**src/awrc_pkg.sv**
```systemverilog
// Shared types, constants and the filter term sequence of the A-weighted ring capture.
`default_nettype none
package awrc_pkg;

  localparam int unsigned LEN_W = 11;
  localparam int unsigned SMP_W = 16;
  localparam int unsigned V_W   = 48;
  localparam int unsigned CF_W  = 24;
  localparam int unsigned MAG_W = 50;
  localparam int unsigned ACC_W = 51;
  localparam int unsigned TC_W  = 5;
  localparam logic [TC_W-1:0] LAST_TERM = 5'd16;

  localparam logic signed [V_W-1:0] V_MAX = 48'sh7FFF_FFFF_FFFF;
  localparam logic signed [V_W-1:0] V_MIN = 48'sh8000_0000_0000;

  // Register map: one register, selected by paddr[2].
  localparam logic REG_RING_LEN = 1'b0;

  typedef enum logic [1:0] {
    OP_PUSH    = 2'd0,
    OP_READ    = 2'd1,
    OP_DISCARD = 2'd2
  } op_e;

  typedef enum logic [1:0] {
    OPND_DCY,
    OPND_IN,
    OPND_OUT
  } opnd_e;

  typedef enum logic [1:0] {
    BASE_ZERO,
    BASE_DIFF,
    BASE_DLY,
    BASE_ACC
  } base_e;

  typedef enum logic [2:0] {
    DEST_NONE,
    DEST_HP,
    DEST_OUT,
    DEST_DLY,
    DEST_GAIN
  } dest_e;

  typedef struct packed {
    op_e                     op;
    logic signed [SMP_W-1:0] sample;
  } cmd_t;

  typedef struct packed {
    logic signed [CF_W-1:0] coef;
    opnd_e                  opnd;
    base_e                  base;
    dest_e                  dest;
    logic [2:0]             idx;
    logic                   sub;
    logic                   adv;
  } term_t;

  // Q2.22 coefficients.
  localparam logic signed [CF_W-1:0] C_POLE    = 24'sd4190110;
  localparam logic signed [CF_W-1:0] C_S1_B0   = 24'sd709257;
  localparam logic signed [CF_W-1:0] C_S1_B1   = -24'sd887515;
  localparam logic signed [CF_W-1:0] C_S1_B2   = 24'sd178258;
  localparam logic signed [CF_W-1:0] C_S1_NA1  = 24'sd7830346;
  localparam logic signed [CF_W-1:0] C_S1_A2   = 24'sd3670855;
  localparam logic signed [CF_W-1:0] C_ONE     = 24'sd4194304;
  localparam logic signed [CF_W-1:0] C_MTWO    = -24'sd8388608;
  localparam logic signed [CF_W-1:0] C_S2_NA1  = 24'sd7904166;
  localparam logic signed [CF_W-1:0] C_S2_A2   = 24'sd3723703;
  localparam logic signed [CF_W-1:0] C_S3_NA1  = 24'sd8348343;
  localparam logic signed [CF_W-1:0] C_S3_A2   = 24'sd4154458;
  localparam logic signed [CF_W-1:0] C_GAIN    = 24'sd4823450;

  function automatic term_t mk(input logic signed [CF_W-1:0] coef, input opnd_e opnd,
                               input base_e base, input dest_e dest, input logic [2:0] idx,
                               input logic sub, input logic adv);
    term_t t;
    t.coef = coef;
    t.opnd = opnd;
    t.base = base;
    t.dest = dest;
    t.idx  = idx;
    t.sub  = sub;
    t.adv  = adv;
    return t;
  endfunction

  // One multiply-accumulate term per step: DC blocker, three biquads of five terms, gain.
  function automatic term_t term_of(input logic [TC_W-1:0] tc);
    term_t t;
    case (tc)
      5'd0:  t = mk(C_POLE,   OPND_DCY, BASE_DIFF, DEST_HP,   3'd0, 1'b0, 1'b0);
      5'd1:  t = mk(C_S1_B0,  OPND_IN,  BASE_DLY,  DEST_OUT,  3'd0, 1'b0, 1'b0);
      5'd2:  t = mk(C_S1_B1,  OPND_IN,  BASE_DLY,  DEST_NONE, 3'd1, 1'b0, 1'b0);
      5'd3:  t = mk(C_S1_NA1, OPND_OUT, BASE_ACC,  DEST_DLY,  3'd0, 1'b0, 1'b0);
      5'd4:  t = mk(C_S1_B2,  OPND_IN,  BASE_ZERO, DEST_NONE, 3'd0, 1'b0, 1'b0);
      5'd5:  t = mk(C_S1_A2,  OPND_OUT, BASE_ACC,  DEST_DLY,  3'd1, 1'b1, 1'b1);
      5'd6:  t = mk(C_ONE,    OPND_IN,  BASE_DLY,  DEST_OUT,  3'd2, 1'b0, 1'b0);
      5'd7:  t = mk(C_MTWO,   OPND_IN,  BASE_DLY,  DEST_NONE, 3'd3, 1'b0, 1'b0);
      5'd8:  t = mk(C_S2_NA1, OPND_OUT, BASE_ACC,  DEST_DLY,  3'd2, 1'b0, 1'b0);
      5'd9:  t = mk(C_ONE,    OPND_IN,  BASE_ZERO, DEST_NONE, 3'd2, 1'b0, 1'b0);
      5'd10: t = mk(C_S2_A2,  OPND_OUT, BASE_ACC,  DEST_DLY,  3'd3, 1'b1, 1'b1);
      5'd11: t = mk(C_ONE,    OPND_IN,  BASE_DLY,  DEST_OUT,  3'd4, 1'b0, 1'b0);
      5'd12: t = mk(C_MTWO,   OPND_IN,  BASE_DLY,  DEST_NONE, 3'd5, 1'b0, 1'b0);
      5'd13: t = mk(C_S3_NA1, OPND_OUT, BASE_ACC,  DEST_DLY,  3'd4, 1'b0, 1'b0);
      5'd14: t = mk(C_ONE,    OPND_IN,  BASE_ZERO, DEST_NONE, 3'd4, 1'b0, 1'b0);
      5'd15: t = mk(C_S3_A2,  OPND_OUT, BASE_ACC,  DEST_DLY,  3'd5, 1'b1, 1'b1);
      default: t = mk(C_GAIN, OPND_IN,  BASE_ZERO, DEST_GAIN, 3'd0, 1'b0, 1'b0);
    endcase
    return t;
  endfunction

endpackage
`default_nettype wire

```
**src/awrc_front.sv**
```systemverilog
// Front end: accepts input beats, drops unknown operations and queues commands.
`default_nettype none
module awrc_front (
  input  wire logic             clk_i,
  input  wire logic             rst_ni,
  input  wire logic             in_valid_i,
  output      logic             in_stall_o,
  input  wire logic [1:0]       operation_i,
  input  wire logic signed [15:0] raw_sample_i,
  output      logic             cmd_valid_o,
  output      awrc_pkg::cmd_t   cmd_o,
  input  wire logic             cmd_pop_i
);

  awrc_pkg::cmd_t q_q [2];
  logic [1:0] cnt_q, cnt_d;
  logic       wr_q, rd_q;
  logic       known, enq, deq;

  assign known = (operation_i == awrc_pkg::OP_PUSH) || (operation_i == awrc_pkg::OP_READ) ||
                 (operation_i == awrc_pkg::OP_DISCARD);
  assign in_stall_o  = (cnt_q == 2'd2);
  assign enq         = in_valid_i && !in_stall_o && known;
  assign cmd_valid_o = (cnt_q != 2'd0);
  assign deq         = cmd_pop_i && cmd_valid_o;
  assign cmd_o       = q_q[rd_q];

  always_comb begin
    cnt_d = cnt_q;
    if (enq && !deq) begin
      cnt_d = cnt_q + 2'd1;
    end else if (deq && !enq) begin
      cnt_d = cnt_q - 2'd1;
    end
  end

  always_ff @(posedge clk_i or negedge rst_ni) begin
    if (!rst_ni) begin
      cnt_q <= 2'd0;
      wr_q  <= 1'b0;
      rd_q  <= 1'b0;
    end else begin
      cnt_q <= cnt_d;
      if (enq) begin
        wr_q <= !wr_q;
      end
      if (deq) begin
        rd_q <= !rd_q;
      end
    end
  end

  always_ff @(posedge clk_i) begin
    if (enq) begin
      q_q[wr_q].op     <= awrc_pkg::op_e'(operation_i);
      q_q[wr_q].sample <= raw_sample_i;
    end
  end

endmodule
`default_nettype wire

```
**config.mk**
```make
export PLATFORM = sky130hd
export DESIGN_NAME = awrc_front
export DESIGN_NICKNAME = d
export VERILOG_FILES = /design/src/awrc_pkg.sv /design/src/awrc_front.sv
export SDC_FILE = /design/constraint.sdc
export NUM_CORES = 1
export LEC_CHECK = 0
export BUFFER_PORTS_ARGS = -buffer_cell sky130_fd_sc_hd__buf_4
export CORE_AREA = 4 4 59 61
export DETAILED_ROUTE_END_ITERATION = 8
export DIE_AREA = 0 0 63 65
export PLACE_DENSITY = 0.85
export SLEW_MARGIN = 5
export SYNTH_ARGS = -nofsm -noshare
export SYNTH_HDL_FRONTEND = slang
export SYNTH_SLANG_ARGS = --single-unit
```
**constraint.sdc**
```tcl
create_clock -name clk_i -period 5.85 [get_ports clk_i]
set_input_delay 0 -clock clk_i [delete_from_list [all_inputs] [get_ports clk_i]]
set_output_delay 0 -clock clk_i [all_outputs]
set_load 0.01 [all_outputs]
```
==> key figures, run 1 <==
Synthesis
  – Syn Area/Cell: 20.6 µm²
  – Sequential share of the synthesized area: roughly three quarters
  – Syn_nets: around 100
  – Area contributors post-synth: edfxtp_1 69%, mux2_4 8.6%, mux2_2 6.5%
  – Yosys reg bits: 40
  – Synthesized area: approximately 1600 µm²
  – Yosys warns: 0
  – Synth top area share: a little under 70%
  – Post-synth top area cell: edfxtp_1
  – Post-synthesis cell count: 76
  – Synth cell types: 16

Critical path
  – Setup Crit Path Kind: reg -> reg
  – R2R cell count: 4
  – Req. time, crit path: a little under 6 ns
  – Max stage delay cell, worst path: nor2_1
  – Worst-path fanout max: 11
  – Crit end category: flop
  – CP Cell Sequence: nor2b_2, nand3b_4, nor2_1, buf_4
  – Arr. time, crit path: 1.95 ns
  – CP startpoint kind: flop
  – Max incr delay on CP: roughly 0.54 ns

Flow run
  – MaxCap Viol Count: 0

Global route
  – GRT Resource Usage Total: between 10% and 20%
  – Vias in the first global route: roughly 970
  – Pin count of the biggest net entering global routing: 20
  – GRT overflow: 0
  – First-pass GRT wire length: 4.71 mm
  – Number of antenna violations at the first check in global routing: 0

STA
  – Final hold viol count: 0
  – Slew margin rel.: a little over a third
  – Worst-margin pin slew: 0.975 ns
  – RSZ-0062 raised after global routing: no
  – Final period util: between 30% and 40%
  – Setup violations, final: 0
  – Final setup TNS: 0 ns
  – Worst Skew: about 0.012 ns
  – Achievable Freq: between 500 and 600 MHz
  – Min cycle time layout: 1.91 ns
  – Max-slew violation count: 0

Pwr
  – Clock power share: about 14%
  – Leakage power: between 0.8 and 0.9 nW
  – Pwr Density: ~400 nW/µm²
  – Tot Pwr: about 0.87 mW
  – Worst-case vdd ir drop: 266 µV
  – Sw Ratio: 29.0%
  – Switching power: around 0.25 mW
  – Logic pwr share: a little over a third
  – Reg power frac: about half
  – P_int: a little over 0.6 mW

Placed design
  – Hpwl dp: around 1.9 mm
  – Number of port buffers: 41
  – Placer Congestion: ~0.73

Die
  – Initial Utilization: between 50% and 60%
  – Die H: 65 µm
  – IO Count: 42
  – Die width: around 63 µm
  – # rows: 20
  – Core area: 2980 µm²
  – Die area: around 4000 µm²

Clock tree
  – CTS tree: done
  – Clock Sinks: 40
  – CTS buffer count: 5
  – Clk_lat worst skew: approximately 0.34 ns
  – H-tree depth: 2
  – Worst-path clk slew: approximately 0.11 ns
  – CTS Buffer Depth: 2
  – CTS root buffer: clkbuf_4

Min path
  – Hold Crit Depth: 2
  – Tightest Hold Check Type: in -> reg

Routing
  – DRT iter0 DRCs: 37
  – Final ANT Viol Nets: 0
  – Avg WL per Cell: approximately 17 µm
  – DRC Markers: 0
  – Detailed Routing Iterations Pass 1: 4
  – Drt via density: 4.86
  – Final WL: approximately 3 mm
  – Via count: 870

Finish
  – Area grow syn2layout: 38.1%
  – Antenna Cells: 0
  – Most frequent cells in the layout: 43 x buf_4, 36 x edfxtp_1, 22 x dlygate4sd3_1, 9 x mux2_4, 9 x mux2_2
  – Most common cell after layout, fill and taps aside: buf_4
  – Nets: around 170
  – Layout cell share with drive strength beyond 1: 47.3%

Outcome
  – Status: finished clean
what timing repair did:
item	4_1_cts	5_1_grt
hold buffers	22	0
gates resized for setup	0	0
hold endpoints to repair	42	0
setup buffers	0	0
routing by layer:
| metal | global-route usage, % | routed length, µm | vias up | share of wire, % |
|---|---|---|---|---|
| met5 | 0 | 0 | - | 0 |
| met4 | 8.26 | 50 | 0 | 1.7 |
| met3 | 4.68 | 134 | 7 | 4.5 |
| met2 | 30.0 | 1670 | 24 | 56 |
| met1 | 16.6 | 1120 | 416 | 38 |
| li1 | - | - | 423 | - |
through the flow:
| stage | utilization (%) | instance area, µm² | std cells | setup WS (ns) | hold slack (ns) |
|---|---|---|---|---|---|
| CTS | 72.8 | 2170 | 179 | 3.95 | 0.373 |
| floorplan | - | 1570 | 76 | 3.95 | -0.296 |
| detailed placement | 63.9 | 1900 | 150 | 3.98 | -0.201 |
| global placement | 63.9 | 1900 | 150 | 4.06 | -0.201 |
| finish | 72.8 | 2170 | 179 | 3.94 | 0.384 |
| global route | 72.8 | 2170 | 179 | 3.78 | 0.374 |
synth_stat cells, drive strengths merged:
| master | instances |
|---|---|
| buf | 2 |
| xor2 | 2 |
| nor2 | 3 |
| edfxtp | 36 |
| dfrtp | 4 |
| inv | 2 |
| nor2b | 1 |
| ha | 1 |
| xnor2 | 3 |
| nand3b | 1 |
| or2 | 1 |
| nand2 | 2 |
| mux2 | 18 |
power by group through the flow:
stage	Combinational, mW	Clock (mW)	Sequential [mW]
final	0.315	0.121	0.432
after global routing	0.337	0.138	0.440
after CTS	0.319	0.125	0.431
after detailed placement	0.305	0	0.437
after global placement	0.299	0	0.431
after floorplan	0.224	0	0.403
worst paths after layout:
path | from | end | slack (ns)
worst max-delay path | cnt_q[1] | q_q[0][2] | 3.94
worst min-delay path | raw_sample_i[4] | q_q[1][4] | 0.38
worst max register to register | cnt_q[1] | q_q[0][2] | 3.94
worst min register to register | wr_q | wr_q | 0.50
max in group asynchronous | rst_ni | wr_q | 5.10
min in group asynchronous | rst_ni | rd_q | 0.57
worst max-delay path, delay by kind of cell (launching register included):
kind	cells	cell delay (ns)
buf+inv	1	0.32
simple gates	3	0.88
flops	1	0.42
cells by family (layout without fill, tap and decap cells):
family / after synthesis / in the layout / share of synthesized area [%]
and+or+nand+nor: 8 / 8 / 3.59
DFF: 40 / 40 / 75.3
xor gates and xnor gates: 5 / 5 / 2.79
muxes: 18 / 18 / 15.1
buffers and inverters: 4 / 74 / 2.47
adders and majority gates: 1 / 1 / 0.797
layout make-up:
cell class	instances	area [µm²]
Sequential cell	40	1180
Fill cell	180	811
Timing Repair Buffer	65	543
Multi-Input combinational cell	32	349
Clock buffer	7	45.0
Tap cell	33	41.3
Inverter	2	7.51
state kept, by name, summed over array words and instances, names as in the netlist:
signal,cells
wr_q,1
rd_q,1
cnt_q,2
q_q,36
No activity file was read; power rests on OpenSTA's default activity.
==> run 2: changes to the inputs <==
CORE_AREA = 4 4 64 66   (was 4 4 59 61)
DIE_AREA = 0 0 68 70   (was 0 0 63 65)
PLACE_DENSITY = 0.77   (was 0.85)
clock period = 1.5 ns   (was 5.85 ns; I/O delays follow)
==> run 2 against run 1 <==
Compared with the run above:
- wire length is 2.9% lower
- critical path depth is 1 higher
- die area is 16% higher
- setup slack worse by 3.9 ns
- maximum frequency is 30% higher
==> key figures, run 2 (same netlist as run 1, synthesis figures left out) <==
Global route
  – First-pass GRT wire length: 4.44 mm (-5.7%)
  – GRT overflow: 0 (unchanged)
  – Number of antenna violations at the first check in global routing: 0 (unchanged)
  – Vias in the first global route: 968 (-0.62%)
  – Pin count of the biggest net entering global routing: 13 (-35%)
  – GRT Resource Usage Total: 13.3% (-3.0 points)

Critical path
  – Setup Crit Path Kind: reg -> reg
  – Req. time, crit path: 1.56 ns (-4.33 ns)
  – Worst-path fanout max: 7 (-4)
  – Arr. time, crit path: 1.53 ns (-0.42 ns)
  – Crit end category: flop
  – CP startpoint kind: flop

STA
  – Max-slew violation count: 0 (unchanged)
  – Worst Skew: 0.00718 ns (-0.00530 ns)
  – Slew margin rel.: 84.5% (+49 points)
  – Achievable Freq: 680 MHz (+30%)
  – Min Hold Slack: 0.371 ns (-0.0135 ns)
  – Final period util: 98.0% (+65 points)
  – Final hold viol count: 0 (unchanged)
  – Min cycle time layout: 1.47 ns (-0.440 ns)
  – RSZ-0062 raised after global routing: yes
  – Setup violations, final: 0 (unchanged)
  – Worst-margin pin slew: 0.232 ns (-0.743 ns)

Min path
  – Tightest Hold Check Type: in -> reg

Placed design
  – Placer Congestion: 0.622 (-15%)
  – Placed cell count: 169 (+13%)
  – Hpwl dp: 2.02 mm (+8.4%)
  – Number of port buffers: 41 (unchanged)

Clock tree
  – CTS root buffer: clkbuf_4
  – CTS tree: done
  – Clk_lat worst skew: 0.34 ns (about the same)
  – CTS Buffer Depth: 2 (unchanged)
  – H-tree depth: 2 (unchanged)
  – Clock Sinks: 40 (unchanged)
  – CTS buffer count: 5 (unchanged)
  – Worst-path clk slew: 0.11 ns (about the same)

Routing
  – Final ANT Viol Nets: 0 (unchanged)
  – Detailed Routing Iterations Pass 1: 2 (-2)
  – Avg WL per Cell: 14.2 µm (-15%)
  – Via count: 912 (+4.8%)
  – DRT iter0 DRCs: 40 (+8.1%)
  – Drt via density: 4.47 (-8.0%)
  – DRC Markers: 0 (unchanged)
  – Final WL: 2.89 mm (-2.9%)

Die
  – # rows: 22 (+10%)
  – Initial Utilization: 43.8% (-8.8 points)
  – Die H: 70 µm (+7.7%)
  – IO Count: 42 (unchanged)
  – Die width: 68 µm (+7.9%)
  – Die area: 4760 µm² (+16%)
  – Core area: 3580 µm² (+20%)

Finish
  – Biggest register: q_q
  – Max reg flops: 36 (unchanged)
  – Area grow syn2layout: 47.2%
  – Nets: 178 (+5.3%)
  – Most frequent cells in the layout: 50 x buf_4, 36 x edfxtp_1, 22 x dlygate4sd3_1, 9 x mux2_4, 9 x mux2_2
  – Biggest regs: q_q: 36 flops, cnt_q: 2 flops
  – Util after Layout: 64.5% (-8.2 points)
  – Layout cell share with drive strength beyond 1: 55.1% (+7.9 points)
  – Antenna Cells: 0 (unchanged)
  – Fin cells: 204 (+14%)
  – Most common cell after layout, fill and taps aside: buf_4

Pwr
  – Pwr Density: 1610 nW/µm² (+300%)
  – Leakage power: 0.937 nW (+6.7%)
  – Worst-case vdd ir drop: 692 µV (+160%)

Flow run
  – MaxCap Viol Count: 0 (unchanged)

Outcome
  – Status: finished clean
run 2: cell types whose count changed in the layout (fill, tap and decap cells not counted), sizes merged:
cell / before / now
buf: 43 / 52
clkinvlp: 0 / 1
run 2: final cells by class:
| cell class | instances | area, µm² |
|---|---|---|
| Fill cell | 270 | 1270 |
| Sequential cell | 40 | 1180 |
| Timing Repair Buffer | 74 | 618 |
| Multi-Input combinational cell | 32 | 379 |
| Tap cell | 48 | 60.1 |
| Clock buffer | 7 | 55.1 |
| Clock inverter | 1 | 7.51 |
| Inverter | 2 | 7.51 |
run 2: timing repair:
action / 4_1_cts / 5_1_grt
endpoints found under the hold margin: 42 / 0
hold buffers: 22 / 0
setup endpoints to repair: 1 / 8
pin swaps: 0 / 4
buffers inserted: 2 / 3
gates resized for setup: 1 / 8
run 2: final timing paths:
kind | slack [ns] | end | cells after the start | start
worst max-delay path | 0.03 | q_q[1][11] | 5 | cnt_q[1]
worst min-delay path | 0.37 | q_q[1][14] | 2 | raw_sample_i[14]
worst max register to register | 0.03 | q_q[1][11] | 5 | cnt_q[1]
worst min register to register | 0.52 | cnt_q[1] | 1 | cnt_q[1]
max in group asynchronous | 0.70 | cnt_q[0] | 3 | rst_ni
min in group asynchronous | 0.59 | rd_q | 3 | rst_ni
run 2: through the flow:
| stage | TNS, ns | instance area (µm²) | worst slack, ns | power [mW] |
|---|---|---|---|---|
| 2_1_floorplan | -4.08 | 1570 | -0.113 | 2.45 |
| 3_3_place_gp | 0 | 1960 | 0.0945 | 2.92 |
| 3_5_place_dp | 0 | 1960 | 0.0105 | 2.98 |
| 4_1_cts | 0 | 2260 | 0.00402 | 3.64 |
| 5_1_grt | -0.236 | 2310 | -0.0290 | 3.93 |
| 6_report | 0 | 2310 | 0.0300 | 3.71 |
run 2: critical path: stages, from the launching register on:
cell and delay [ns]:
dfrtp_1 0.43, nor2b_4 0.14, nand3b_4 0.17, buf_4 0.15, nor2_2 0.11, buf_4 0.18
run 2: routing by layer:
metal,share of wire [%],global-route usage (%),vias to the layer above
li1,-,-,441
met1,34,12.4,436
met2,58,23.9,29
met3,6.3,4.66,6
met4,2.4,7.28,0
met5,0,0,-
run 2: where the power goes:
part	leakage, nW	switching, mW	internal [mW]
combinational	0.528	0.654	0.920
clock	0.0315	0.332	0.230
sequential	0.377	0.0972	1.48
total	0.937	1.08	2.63
==> run 3: changes to the inputs <==
CORE_AREA = 8 8 68 70   (was 4 4 64 66)
DIE_AREA = 0 0 76 78   (was 0 0 68 70)
MAX_ROUTING_LAYER = met4   (was default)
==> run 3 against run 2 <==
Compared with the run above:
- the run now ends with negative setup slack left
- combinational power about the same
- register-to-register slack got worse by 0.04 ns
- critical endpoint is now cnt_q[1]
- critical path depth up 2
- highest routed layer unchanged
- worst hold slack improved by 0.013 ns
==> key figures, run 3 (same netlist as run 1, synthesis figures left out) <==
Pwr
  – Worst-case vdd ir drop: 904 µV (+31%)
  – Leakage power: 0.942 nW (+0.52%)
  – Pwr Density: 1650 nW/µm² (+2.4%)

STA
  – Setup violations, final: 1 (+1)
  – Final worst slack: -0.0134 ns (-0.0434 ns)
  – Worst Skew: 0.00196 ns (-0.00522 ns)
  – Final setup TNS: -0.0134 ns (-0.0134 ns)
  – Max-slew violation count: 0 (unchanged)
  – Achievable Freq: 661 MHz (-2.9%)
  – Slew margin rel.: 86.8% (+2.4 points)
  – Min cycle time layout: 1.51 ns (+0.0434 ns)
  – Final period util: 101% (+2.9 points)
  – Final hold viol count: 0 (unchanged)
  – RSZ-0062 raised after global routing: yes
  – Worst-margin pin slew: 0.197 ns (-0.0354 ns)

Critical path
  – Worst r2r src: cnt_q[0]
  – R2R Path End: cnt_q[1]
  – CP startpoint kind: flop
  – Arr. time, crit path: 1.77 ns (+0.24 ns)
  – Crit end category: flop
  – Reg-to-reg slack, setup: -0.01 ns (-0.04 ns)
  – R2R cell count: 7 (+2)
  – Worst setup path start: cnt_q[0]
  – Req. time, crit path: 1.76 ns (+0.20 ns)
  – Worst-path fanout max: 3 (-4)
  – Setup Crit Path Kind: reg -> reg

Clock tree
  – CTS buffer count: 5 (unchanged)
  – Worst-path clk slew: 0.11 ns (about the same)
  – CTS root buffer: clkbuf_4
  – Clock Sinks: 40 (unchanged)
  – CTS Buffer Depth: 2 (unchanged)
  – H-tree depth: 2 (unchanged)
  – Clk_lat worst skew: 0.33 ns (about the same)
  – CTS tree: done

Min path
  – HP Start: raw_sample_i[11]
  – Tightest Hold Check Type: in -> reg
  – Hold EP: q_q[0][11]
  – Hold Crit Depth: 2 (unchanged)

Outcome
  – Failing checks: negative setup slack
  – Status: finished with violations

Routing
  – Drt via density: 4.49 (+0.44%)
  – Final ANT Viol Nets: 0 (unchanged)
  – Avg WL per Cell: 15.4 µm (+8.6%)
  – Via count: 907 (-0.55%)
  – Final WL: 3.11 mm (+7.5%)
  – Detailed Routing Iterations Pass 1: 4 (+2)
  – DRT iter0 DRCs: 28 (-30%)
  – DRC Markers: 0 (unchanged)

Finish
  – Util after Layout: 65.1% (+0.57 points)
  – Biggest register: q_q
  – Area grow syn2layout: 47.4%
  – Max reg flops: 36 (unchanged)
  – Most frequent cells in the layout: 46 x buf_4, 36 x edfxtp_1, 22 x dlygate4sd3_1, 9 x mux2_4, 9 x mux2_2
  – Antenna Cells: 0 (unchanged)
  – Layout cell share with drive strength beyond 1: 53.2% (-1.9 points)
  – Biggest regs: q_q: 36 flops, cnt_q: 2 flops
  – Nets: 176 (-1.1%)
  – Most common cell after layout, fill and taps aside: buf_4

Die
  – Die area: 5930 µm² (+25%)
  – # rows: 22 (unchanged)
  – IO Count: 42 (unchanged)
  – Core area: 3550 µm² (-0.77%)
  – Die width: 76 µm (+12%)
  – Initial Utilization: 44.2% (+0.34 points)
  – Die H: 78 µm (+11%)

Global route
  – Vias in the first global route: 1,038 (+7.2%)
  – GRT Resource Usage Total: 10.9% (-2.4 points)
  – Met3 GRT Util: 3.46% (-1.2 points)
  – Number of antenna violations at the first check in global routing: 0 (unchanged)
  – Most used routing layer: met2
  – GRT overflow: 0 (unchanged)
  – Met2 Usage GRT: 20.1% (-3.7 points)
  – Pin count of the biggest net entering global routing: 20 (+7)
  – First-pass GRT wire length: 4.87 mm (+9.8%)
  – Met1 Track Usage GR: 9.68% (-2.8 points)

Placed design
  – Number of port buffers: 41 (unchanged)
  – Hpwl dp: 2.05 mm (+1.2%)
  – Placer Congestion: 0.603 (-3.1%)

Flow run
  – MaxCap Viol Count: 0 (unchanged)
==> run 3: cell type report <==
cell class,instances,area [µm²]
Tap cell,48,60.1
Clock buffer,6,41.3
Inverter,2,7.51
Clock inverter,2,35.0
Sequential cell,40,1180
Fill cell,249,1240
Multi-Input combinational cell,32,359
Timing Repair Buffer,72,628
==> run 3: worst max-delay path by stage <==
stage,depth (start not counted),to,slack [ns]
2_1_floorplan,3,q_q[0][0],-0.11
3_3_place_gp,7,cnt_q[1],0.1
3_5_place_dp,7,cnt_q[1],-0.004
4_1_cts,7,cnt_q[1],0.01
5_1_grt,7,cnt_q[1],-0.04
6_report,7,cnt_q[1],-0.01
==> run 3: through the flow <==
step | instances | cell area [µm²] | hold WS (ns) | power (mW) | setup WS [ns]
final | 202 | 2310 | 0.384 | 3.81 | -0.0134
after global routing | 202 | 2310 | 0.368 | 4.00 | -0.0446
after CTS | 200 | 2270 | 0.367 | 3.76 | 0.0104
after detailed placement | 168 | 1960 | -0.199 | 3.01 | -0.00374
after global placement | 168 | 1960 | -0.203 | 2.95 | 0.0963
after floorplan | 76 | 1570 | -0.296 | 2.45 | -0.113
==> run 3: worst max-delay path, stage by stage, from the launching register on <==
cell      delay, ns
dfrtp_1        0.43
nor2b_2        0.17
nand3b_4       0.17
inv_1          0.05
ha_2           0.18
xor2_1         0.16
nor2_1         0.13
xor2_1         0.15
==> run 3: routing by layer <==
metal,share of wire [%],wire length [µm]
met5,0,0
met1,36,1100
met4,1.8,57
met2,58,1820
met3,4.2,130
==> run 3: power by group <==
part	internal [mW]	switching [mW]	total (mW)	leakage, nW
sequential	1.48	0.0947	1.57	0.378
clock	0.349	0.317	0.667	0.0422
combinational	0.912	0.657	1.57	0.522
total	2.74	1.07	3.81	0.942
==> run 3: repair_timing <==
action / 4_1_cts / 5_1_grt
setup endpoints to repair: 1 / 1
hold buffers: 22 / 0
pin swaps: 0 / 3
endpoints found under the hold margin: 42 / 0
gates resized for setup: 0 / 4
setup buffers: 2 / 2
